[src/rtl/assert_macros.svh]
// ---------------------------------------------------------------------------
// Assertion macros used by the top level of the sorted time list.
// ---------------------------------------------------------------------------
`ifndef ASSERT_MACROS_SVH
`define ASSERT_MACROS_SVH

// Same-cycle implication, disabled while reset is high.
`define ASSERT_IMPLIES(label, clk, rst, lhs, rhs) \
   label: assert property (@(posedge clk) disable iff (rst) (lhs) |-> (rhs)) \
      else $error("assertion failed: lhs implies rhs");

// Next-cycle implication, disabled while reset is high.
`define ASSERT_NEXT(label, clk, rst, lhs, rhs) \
   label: assert property (@(posedge clk) disable iff (rst) (lhs) |=> (rhs)) \
      else $error("assertion failed: lhs implies rhs next cycle");

`endif

[src/rtl/stil_pkg.sv]
`timescale 1ns / 1ps
// ---------------------------------------------------------------------------
// stil_pkg
// Types, widths and codes shared by the sorted time list modules.
// ---------------------------------------------------------------------------
package stil_pkg;

   // Number of cells in the list.
   localparam int LIST_DEPTH = 16;
   localparam int IDX_W      = $clog2(LIST_DEPTH);
   localparam int CNT_W      = $clog2(LIST_DEPTH + 1);

   // Fixed port widths.
   localparam int HOURS_W   = 5;
   localparam int MINUTES_W = 6;
   localparam int RDIDX_W   = 4;
   localparam int STATUS_W  = 2;
   localparam int SLOT_W    = 5;
   localparam int COUNT_W   = 5;

   // Command codes.
   localparam logic CMD_INSERT = 1'b0;
   localparam logic CMD_READ   = 1'b1;

   // Status codes.
   localparam logic [STATUS_W-1:0] STATUS_OK       = 2'd0;
   localparam logic [STATUS_W-1:0] STATUS_FULL     = 2'd1;
   localparam logic [STATUS_W-1:0] STATUS_NOT_HELD = 2'd2;

   // A stored time; hours sit above minutes so the packed word orders correctly.
   typedef struct packed {
      logic [HOURS_W-1:0]   hours;
      logic [MINUTES_W-1:0] minutes;
   } time_type;

   // What one cell hands to its right-hand neighbor.
   typedef struct packed {
      logic     shift;
      time_type word;
   } link_type;

endpackage

[src/rtl/sorted_time_insert_list.sv]
`timescale 1ns / 1ps
// ---------------------------------------------------------------------------
// sorted_time_insert_list
// Sorted list of hh:mm times built as a row of compare-and-shift cells.
// ---------------------------------------------------------------------------
// Channel   Direction  Handshake               Ports
// request   in         start high, busy low    req_command, req_new_hours,
//                                              req_new_minutes, req_read_index
// response  out        rsp_valid strobe        rsp_status, rsp_slot,
//                                              rsp_held_count, rsp_out_hours,
//                                              rsp_out_minutes
//
// On an insert that finds room, all cells compare and shift at the edge that
// takes the command; the response shows in the cycle after, for one cycle. A
// command can be given in every cycle in which busy is low. busy is set while
// reset is high and cleared at any edge at which reset is low. Reset empties
// the list; the cell contents are not cleared. The response cannot be stalled.
// ---------------------------------------------------------------------------
`include "assert_macros.svh"

module sorted_time_insert_list
   import stil_pkg::*;
(
   input  logic                 clock,
   input  logic                 reset,
   input  logic                 start,
   output logic                 busy,
   input  logic                 req_command,
   input  logic [HOURS_W-1:0]   req_new_hours,
   input  logic [MINUTES_W-1:0] req_new_minutes,
   input  logic [RDIDX_W-1:0]   req_read_index,
   output logic                 rsp_valid,
   output logic [STATUS_W-1:0]  rsp_status,
   output logic [SLOT_W-1:0]    rsp_slot,
   output logic [COUNT_W-1:0]   rsp_held_count,
   output logic [HOURS_W-1:0]   rsp_out_hours,
   output logic [MINUTES_W-1:0] rsp_out_minutes
);

   logic                 busy_ff;
   logic                 valid_ff;
   logic [CNT_W-1:0]     count_ff;
   logic [CNT_W-1:0]     count_in;
   logic [STATUS_W-1:0]  status_ff, status_in;
   logic [SLOT_W-1:0]    slot_ff, slot_in;
   logic [HOURS_W-1:0]   hours_ff, hours_in;
   logic [MINUTES_W-1:0] minutes_ff, minutes_in;

   logic       accept;
   logic       full;
   logic       insert_en;
   logic       idx_held;
   time_type   key;
   time_type   read_word;
   logic [CNT_W-1:0] chain_slot;

   assign accept    = start && !busy_ff;
   assign full      = (32'(count_ff) >= LIST_DEPTH);
   assign insert_en = accept && (req_command == CMD_INSERT) && !full;
   assign key       = '{hours: req_new_hours, minutes: req_new_minutes};
   assign idx_held  = (32'(req_read_index) < 32'(count_ff)) &&
                      (32'(req_read_index) < LIST_DEPTH);

   stil_chain u_chain (
      .clock     (clock),
      .insert_en (insert_en),
      .key       (key),
      .count     (count_ff),
      .read_idx  (IDX_W'(req_read_index)),
      .slot      (chain_slot),
      .read_word (read_word)
   );

   // Response fields for the command being transferred.
   always_comb begin
      count_in   = count_ff;
      status_in  = STATUS_OK;
      slot_in    = '0;
      hours_in   = '0;
      minutes_in = '0;
      if (req_command == CMD_INSERT) begin
         if (full) begin
            status_in = STATUS_FULL;
         end else begin
            slot_in  = SLOT_W'(chain_slot);
            count_in = count_ff + CNT_W'(1);
         end
      end else begin
         if (idx_held) begin
            hours_in   = read_word.hours;
            minutes_in = read_word.minutes;
         end else begin
            status_in = STATUS_NOT_HELD;
         end
      end
   end

   // Control registers.
   always_ff @(posedge clock) begin
      if (reset) begin
         busy_ff  <= 1'b1;
         valid_ff <= 1'b0;
         count_ff <= '0;
      end else begin
         busy_ff  <= 1'b0;
         valid_ff <= accept;
         if (accept) begin
            count_ff <= count_in;
         end
      end
   end

   // Response payload registers.
   always_ff @(posedge clock) begin
      if (accept) begin
         status_ff  <= status_in;
         slot_ff    <= slot_in;
         hours_ff   <= hours_in;
         minutes_ff <= minutes_in;
      end
   end

   assign busy            = busy_ff;
   assign rsp_valid       = valid_ff;
   assign rsp_status      = status_ff;
   assign rsp_slot        = slot_ff;
   assign rsp_held_count  = COUNT_W'(count_ff);
   assign rsp_out_hours   = hours_ff;
   assign rsp_out_minutes = minutes_ff;

   // Checks on the count and the response timing.
   `ASSERT_IMPLIES(a_count_bound, clock, reset, 1'b1, (32'(count_ff) <= LIST_DEPTH))
   `ASSERT_NEXT(a_rsp_follows, clock, reset, accept, rsp_valid)
   `ASSERT_IMPLIES(a_full_count, clock, reset, rsp_valid && (rsp_status == STATUS_FULL), (32'(count_ff) == LIST_DEPTH))
   `ASSERT_NEXT(a_insert_grows, clock, reset, insert_en, (count_ff == $past(count_ff) + CNT_W'(1)))
   `ASSERT_IMPLIES(a_slot_in_range, clock, reset, rsp_valid && (rsp_status == STATUS_OK), (32'(rsp_slot) < 32'(count_ff)) || (rsp_slot == '0))

endmodule

[src/rtl/stil_cell.sv]
`timescale 1ns / 1ps
// ---------------------------------------------------------------------------
// stil_cell
// One list position: holds a time, compares it with the new key and either
// keeps it, takes the left neighbor's time or takes the key on an insert.
// ---------------------------------------------------------------------------
module stil_cell
   import stil_pkg::*;
(
   input  logic     clock,
   input  logic     insert_en,
   input  time_type key,
   input  logic     occupied,
   input  logic     at_tail,
   input  link_type left_link,
   output link_type right_link,
   output logic     takes_key,
   output time_type word
);

   time_type entry_ff;
   time_type entry_in;
   logic     later;

   // An occupied entry later than the key moves up one place.
   assign later      = occupied && (entry_ff > key);
   assign right_link = '{shift: later, word: entry_ff};
   assign takes_key  = !left_link.shift && (later || at_tail);
   assign word       = entry_ff;

   // Next value: left neighbor's time, the key, or the current time.
   always_comb begin
      entry_in = entry_ff;
      if (insert_en) begin
         if (left_link.shift) begin
            entry_in = left_link.word;
         end else if (later || at_tail) begin
            entry_in = key;
         end
      end
   end

   always_ff @(posedge clock) begin
      entry_ff <= entry_in;
   end

endmodule

[src/rtl/stil_chain.sv]
`timescale 1ns / 1ps
// ---------------------------------------------------------------------------
// stil_chain
// Row of list cells with the slot encoder for inserts and the read select.
// ---------------------------------------------------------------------------
module stil_chain
   import stil_pkg::*;
(
   input  logic             clock,
   input  logic             insert_en,
   input  time_type         key,
   input  logic [CNT_W-1:0] count,
   input  logic [IDX_W-1:0] read_idx,
   output logic [CNT_W-1:0] slot,
   output time_type         read_word
);

   link_type links [LIST_DEPTH+1];
   logic     takes [LIST_DEPTH];
   time_type words [LIST_DEPTH];

   // Cell zero has no left neighbor to take from.
   assign links[0] = '{shift: 1'b0, word: '0};

   for (genvar i = 0; i < LIST_DEPTH; i++) begin : g_cell
      stil_cell u_cell (
         .clock      (clock),
         .insert_en  (insert_en),
         .key        (key),
         .occupied   (CNT_W'(i) < count),
         .at_tail    (CNT_W'(i) == count),
         .left_link  (links[i]),
         .right_link (links[i+1]),
         .takes_key  (takes[i]),
         .word       (words[i])
      );
   end

   // Exactly one cell takes the key when the list has room; encode its place.
   always_comb begin
      slot = '0;
      for (int i = 0; i < LIST_DEPTH; i++) begin
         if (takes[i]) begin
            slot = slot | CNT_W'(i);
         end
      end
   end

   // The last cell's outgoing link has no neighbor; the entry held there is
   // only ever dropped by the full check in the top level.
   logic unused_tail;
   assign unused_tail = links[LIST_DEPTH].shift;

   assign read_word = words[read_idx];

endmodule
[config.mk]
export PLATFORM = sky130hd
export DESIGN_NAME = sorted_time_insert_list
export DESIGN_NICKNAME = d
export VERILOG_FILES = /design/src/rtl/stil_pkg.sv /design/src/rtl/sorted_time_insert_list.sv /design/src/rtl/stil_cell.sv /design/src/rtl/stil_chain.sv
export VERILOG_INCLUDE_DIRS = /design/src /design/src/rtl
export SDC_FILE = /design/constraint.sdc
export NUM_CORES = 1
export LEC_CHECK = 0
export ABC_AREA = 1
export ABC_CLOCK_PERIOD_IN_PS = 4300
export BUFFER_PORTS_ARGS = -buffer_cell sky130_fd_sc_hd__buf_2
export CAP_MARGIN = 25
export CORE_AREA = 3 3 195 197
export DETAILED_ROUTE_END_ITERATION = 8
export DIE_AREA = 0 0 198 200
export PLACE_DENSITY = 0.52
export SLEW_MARGIN = 25
export SYNTH_ARGS = -nofsm -noshare
export SYNTH_HDL_FRONTEND = slang
export SYNTH_SLANG_ARGS = --single-unit
[constraint.sdc]
create_clock -name clock -period 4.3 [get_ports clock]
set_input_delay 0.43 -clock clock [delete_from_list [all_inputs] [get_ports clock]]
set_output_delay 0.43 -clock clock [all_outputs]
set_load 0.02 [all_outputs]
**Word level (Yosys, flattened, before mapping)**

Index checks and enable logic that the tools add are counted.

- Input bits: 19
- Latch bits: 0
- Register bits after elaboration: 201
- Output and inout port bits: 25
- Memories: 0
- Memory bits (read-only): 0
- Bits in writable memories: 0

- Eq/ne operators: 15
- Mux-type cells: 52
- Add/sub/neg operators: 1
- $lt $le $gt $ge: 35
- Shifts and indexed selects: 0
- Bitwise logic cells: 3
- Reduce and logical (&&, ||, !) cells: 102
- Divide/modulo/power cells: 0
- Multipliers: 0

Operator list:

| kind | number |
|---|---|
| 2-to-1 mux 11 bit | 32 |
| greater-than comparator 11 bit | 16 |
| binary-select mux 11 bit (select 4 bit) | 1 |
| equality test 4 x 5 -> 1 bit, first input constant | 8 |
| less-than comparator 4 x 5 -> 1 bit, first input constant | 8 |
| logical AND 1 bit | 34 |
| AND reduction 2 bit | 17 |
| 2-to-1 mux 4 bit | 8 |
| nonzero test 2 bit | 15 |
| equality test 3 x 5 -> 1 bit, first input constant | 4 |
| less-than comparator 3 x 5 -> 1 bit, first input constant | 4 |
| logical NOT 1 bit | 17 |
| logical OR 1 bit | 16 |
| 2-to-1 mux 3 bit | 4 |
| equality test 2 x 5 -> 1 bit, first input constant | 2 |
| greater-or-equal comparator 5 bit, second input constant | 2 |
| less-than comparator 1 x 5 -> 1 bit, first input constant | 2 |
| less-than comparator 2 x 5 -> 1 bit, first input constant | 2 |
| 2-to-1 mux 2 bit | 4 |
| adder 5 x 1 -> 5 bit, second input constant | 1 |
| equality test 1 x 5 -> 1 bit, first input constant | 1 |
| logical NOT 5 bit | 1 |
| less-than comparator 4 x 5 -> 1 bit | 1 |
| inverter 4 -> 5 bit | 1 |
| other kinds (4) | 7 |

**Longest topological paths before layout**

- Depth after elaboration: 19
- Gate-level depth with buffers: 17

**By module**

From an unflattened synthesis, not the netlist that was laid out.

- Cells, all modules: 2457
- Area, all modules: 18066.1 um^2

Modules (own cells, without submodules):

| module | cells each | sequential area each (um^2) | instances | area each (um^2) |
|---|---|---|---|---|
| stil_cell | 109 | 330.3 | 16 | 899.6 |
| stil_chain | 599 | 0.0 | 1 | 2527.4 |
| sorted_time_insert_list | 114 | 680.7 | 1 | 1144.8 |

**Least setup slack after synthesis**

OpenSTA, ideal clock, no wires.

- Path kind: input to register
- From: input start
- To: register u_chain.g_cell[15].u_cell.entry_ff (netlist bit u_chain.g_cell[15].u_cell.right_link[0]), enable pin
- Library setup time: 412 ps
- Path slack: 1042 ps
- Stages on the path: 4
- Data arrival time: 2847 ps
- Data required time: 3888 ps
- Path through: inv_1 -> nor2_1 -> nand2_1 -> nor4_1

- Longest elaborated chain between the ends: 4

RTL lines:

| item | RTL line | source |
|---|---|---|
| start, declared | sorted_time_insert_list.sv:26 | `input logic start,` |
| logical AND 1 bit | sorted_time_insert_list.sv:57 | `assign accept = start && !busy_ff;` |
| net accept | sorted_time_insert_list.sv:49 | `logic accept;` |
| logical AND 1 bit (2 in series) | sorted_time_insert_list.sv:59 | `assign insert_en = accept && (req_command == CMD_INSERT) && !full;` |
| AND reduction 2 bit (no line) | - |  |
| end signal, assigned | stil_cell.sv:44 | `entry_ff <= entry_in;` |
| end, declared | stil_cell.sv:21 | `time_type entry_ff;` |

The timed path passes the listed nets, and every way through them passes these cells.
A chain may end at the register's enable or synchronous reset.

**Final worst setup path**

- From: input req_new_minutes[3]
- To: register u_chain.g_cell[7].u_cell.entry_ff (netlist bit u_chain.g_cell[7].u_cell.right_link[4]), enable pin

- Longest elaborated chain between the ends: 5

RTL lines:

| item | RTL line | source |
|---|---|---|
| start, declared | sorted_time_insert_list.sv:30 | `input logic [MINUTES_W-1:0] req_new_minutes,` |
| greater-than comparator 11 bit | stil_cell.sv:26 | `assign later = occupied && (entry_ff > key);` |
| logical AND 1 bit | stil_cell.sv:26 |  |
| logical OR 1 bit | stil_cell.sv:37 | `end else if (later \|\| at_tail) begin` |
| nonzero test 2 bit (no line) (*) | - |  |
| AND reduction 2 bit (no line) (*) | - |  |
| end signal, assigned | stil_cell.sv:44 |  |
| end, declared | stil_cell.sv:21 |  |

Mark *: on every way between the ends. The rest lies on a longest branch, timed or not.

==> run metrics <==
syn_nets=1934; utilization after layout=43.3%; total core area=0.0364 mm^2; later-pin clock latency in the skew report=0.46 ns; Fill cells=3674; Clk network pwr share=37.2%; Mapped Cells=about 1.7k; Final Hold Vio Count=0; Buffers & Inverters on Critical Path=5; Worst-Margin Slew=about 0.91 ns; final net count=1952; routed len/inst=21.9 um; mapped cell area=0.0144 mm^2; Pint=3.20 mW; WP data required=around 4.4 ns; peak fanout along the critical path=21; register area share after synthesis=41.1%; final slew viol count=0; most common library cell in the layout ignoring fill and taps=nand2_1; Synth warnings=0; initial antenna violation count=1; Synth cell types=42; Boundary Pins=44; TritonCTS buffer count=17; Clock Skews=0.0147 ns; H-tree depth=4; unrepaired setup endpoints after global routing=no; Post-CTS Setup Bufs=0; CP max-delay cell=inv_1; crit path launch type=input pin; CTS Buffer Depth=2; largest net degree at the start of global routing=76; vias in the first global route=11.9k; Tcrit/Tclk final=73.4%; grt total ovfl=0; Initial Util=39.6%; outcome=complete, no violations; DRC errors left=0; slowest stage delay, CP=slightly below 0.5 ns; Crit path top cell by count=inv_1; Die Y=200 um; global-route usage over all layers=25.0%; Seq pwr share=49.1%; P per Cell Area=279 mW/mm^2; footprint of the multi-input gates=between 0.007 and 0.008 mm^2; Synth top area share=40.1%; CP Cell Sequence=buf_2, inv_1, buf_4, ha_1, nand2_1, nor2_1, nand3_1, nand3_1, nand2_1, inv_1, o21ai_0, inv_1; WS Path Type=in2reg; MaxCap Viol Count=0; combinational power share=13.7%; GPL Wtd Cong=0.911; Max Clock Freq=0.317 GHz; endpoint type of the worst setup path=flip-flop; Synth area leader=edfxtp_1; first-pass GRT wire length=73300 um; hold wc startpoint=reset; Syn Area/Cell=8.34 um^2; hpwl dp=36700 um; Vias per Instance=5.54; # rows=70; Port Buf Inserts=between 40 and 50; post-route ant nets=0; Via Count=12.4k; Hold Path Class=in2reg; Sw Pwr=1.21 mW; clk sink count=200; commonest cells after routing, fill and taps aside=nand2_1, o21ai_0, edfxtp_1; Tmin final=3.16 ns; worst-case reg-to-reg path depth=8; DRT Wirelength=a little under 50000 um; Die X=between 150 and 200 um; Root Driver=clkbuf_16; die area=0.0396 mm^2; clk slew on worst S/H paths=0.07 ns; Reg area=0.00594 mm^2; Worst R2R Setup Slack=1.15 ns; Net Sw Frac=27.4%; Area Growth Syn to Fin=9.15%; Hold EP=busy$_DFF_P_; slew margin rel.=approximately two fifths; leakage power=a little over 7 nW; VDD IR max=0.289 mV; Yosys reg bits=200; First DRT Iteration DRCs=1122; reg2reg start=rsp_held_count[2]$_SDFFE_PP0P_; PostCTS Resize Cnt=0; TritonCTS clock tree=yes; R2R Path End=u_chain.g_cell[7].u_cell.right_link[4]$_DFFE_PP_; worst endpoint data arrival time=~3.3 ns; setup TNS=0 ns; crit-path leading delay family=buffers and inverters; layout cells sized above 1=7.82%; TritonRoute pass-1 iters=7; synth top area cells=edfxtp_1, ha_1, nand2_1; final setup vio count=0; worst hold stages=1; # hold bufs at CTS=0
-- flip-flops by register name (all words and copies together), names as in the netlist --
signal,count
rsp_status,2
rsp_out_hours,5
busy,1
rsp_out_minutes,6
u_chain.g_cell.u_cell.right_link,176
rsp_slot,4
rsp_held_count,5
rsp_valid,1
-- cell usage after synthesis, drive strengths merged --
cell type / number
and3: 1
edfxtp: 193
ha: 182
a21boi: 1
dfxtp: 7
nand2: 421
buf: 38
nand3b: 3
o211ai: 22
and2: 1
o21ai: 272
nor4: 1
a21o: 4
nor2: 62
a211oi: 13
a31oi: 1
clkbuf: 43
nor2b: 1
a21oi: 142
nand4: 23
clkinv: 2
inv: 193
o22ai: 11
o21a: 12
nor3: 6
nand3: 65
conb: 1
mux2i: 10
nor3b: 2
-- worst max-delay path by stage --
stage,startpoint,to,slack (ns),cells past startpoint
floorplan,start,u_chain.g_cell[15].u_cell.right_link[0]$_DFFE_PP_,1.04,4
detailed placement,req_new_minutes[3],u_chain.g_cell[7].u_cell.right_link[8]$_DFFE_PP_,0.66,12
CTS,rsp_held_count[2]$_SDFFE_PP0P_,u_chain.g_cell[7].u_cell.right_link[7]$_DFFE_PP_,1.13,8
finish,req_new_minutes[3],u_chain.g_cell[7].u_cell.right_link[4]$_DFFE_PP_,1.14,12
global placement,req_new_minutes[3],u_chain.g_cell[7].u_cell.right_link[8]$_DFFE_PP_,0.64,12
global route,req_new_minutes[3],u_chain.g_cell[7].u_cell.right_link[4]$_DFFE_PP_,0.94,12
-- layout make-up --
class | instances | area share [%]
multi-input cells | 1257 | 46.8
inverters | 195 | 4.66
repair buffers | 80 | 3.55
clock buffers | 19 | 2.75
diodes | 2 | 0.0317
flip-flops and latches | 200 | 37.6
clock inverters | 13 | 0.825
well taps | 468 | 3.71
-- per-layer routing --
metal,part of all wire (%),vias to the layer above,track usage [%]
met4,4.0,0,10.3
met2,46,374,40.7
met5,0,-,0
met3,5.7,88,3.73
met1,44,5874,33.6
li1,-,6039,-
-- power by group through the flow --
stage                     Sequential (mW)  Combinational [mW]  Clock (mW)
final                                2.16               0.602        1.64
after global placement               2.20               0.587           0
after CTS                            2.16               0.599        1.65
after global routing                 2.16               0.673        1.72
after detailed placement             2.20               0.596           0
after floorplan                      2.21               0.358           0
-- metrics by stage --
step | hold WS, ns | power, mW | instances | instance area (um^2) | setup WS [ns]
CTS | 0.171 | 4.41 | 2232 | 15800 | 1.13
floorplan | 0.458 | 2.57 | 1733 | 14400 | 1.04
global placement | 0.454 | 2.79 | 2200 | 15200 | 0.643
finish | 0.183 | 4.40 | 2234 | 15800 | 1.14
global route | 0.173 | 4.56 | 2232 | 15800 | 0.942
detailed placement | 0.457 | 2.80 | 2200 | 15200 | 0.658
-- cell families (layout without fill, tap and decap cells) --
logic type / count (synthesis) / after routing / share of synthesized area (%)
buffers and inverters: 276 / 307 / 7.86
adders and majority gates: 182 / 182 / 15.8
AOI/OAI and AO/OA: 478 / 478 / 17.6
muxes: 10 / 10 / 0.693
DFF: 200 / 200 / 41.1
other: 1 / 3 / 0.0260
and+or+nand+nor: 586 / 586 / 17.0
Note: power is estimated with default switching activity, not from simulation.
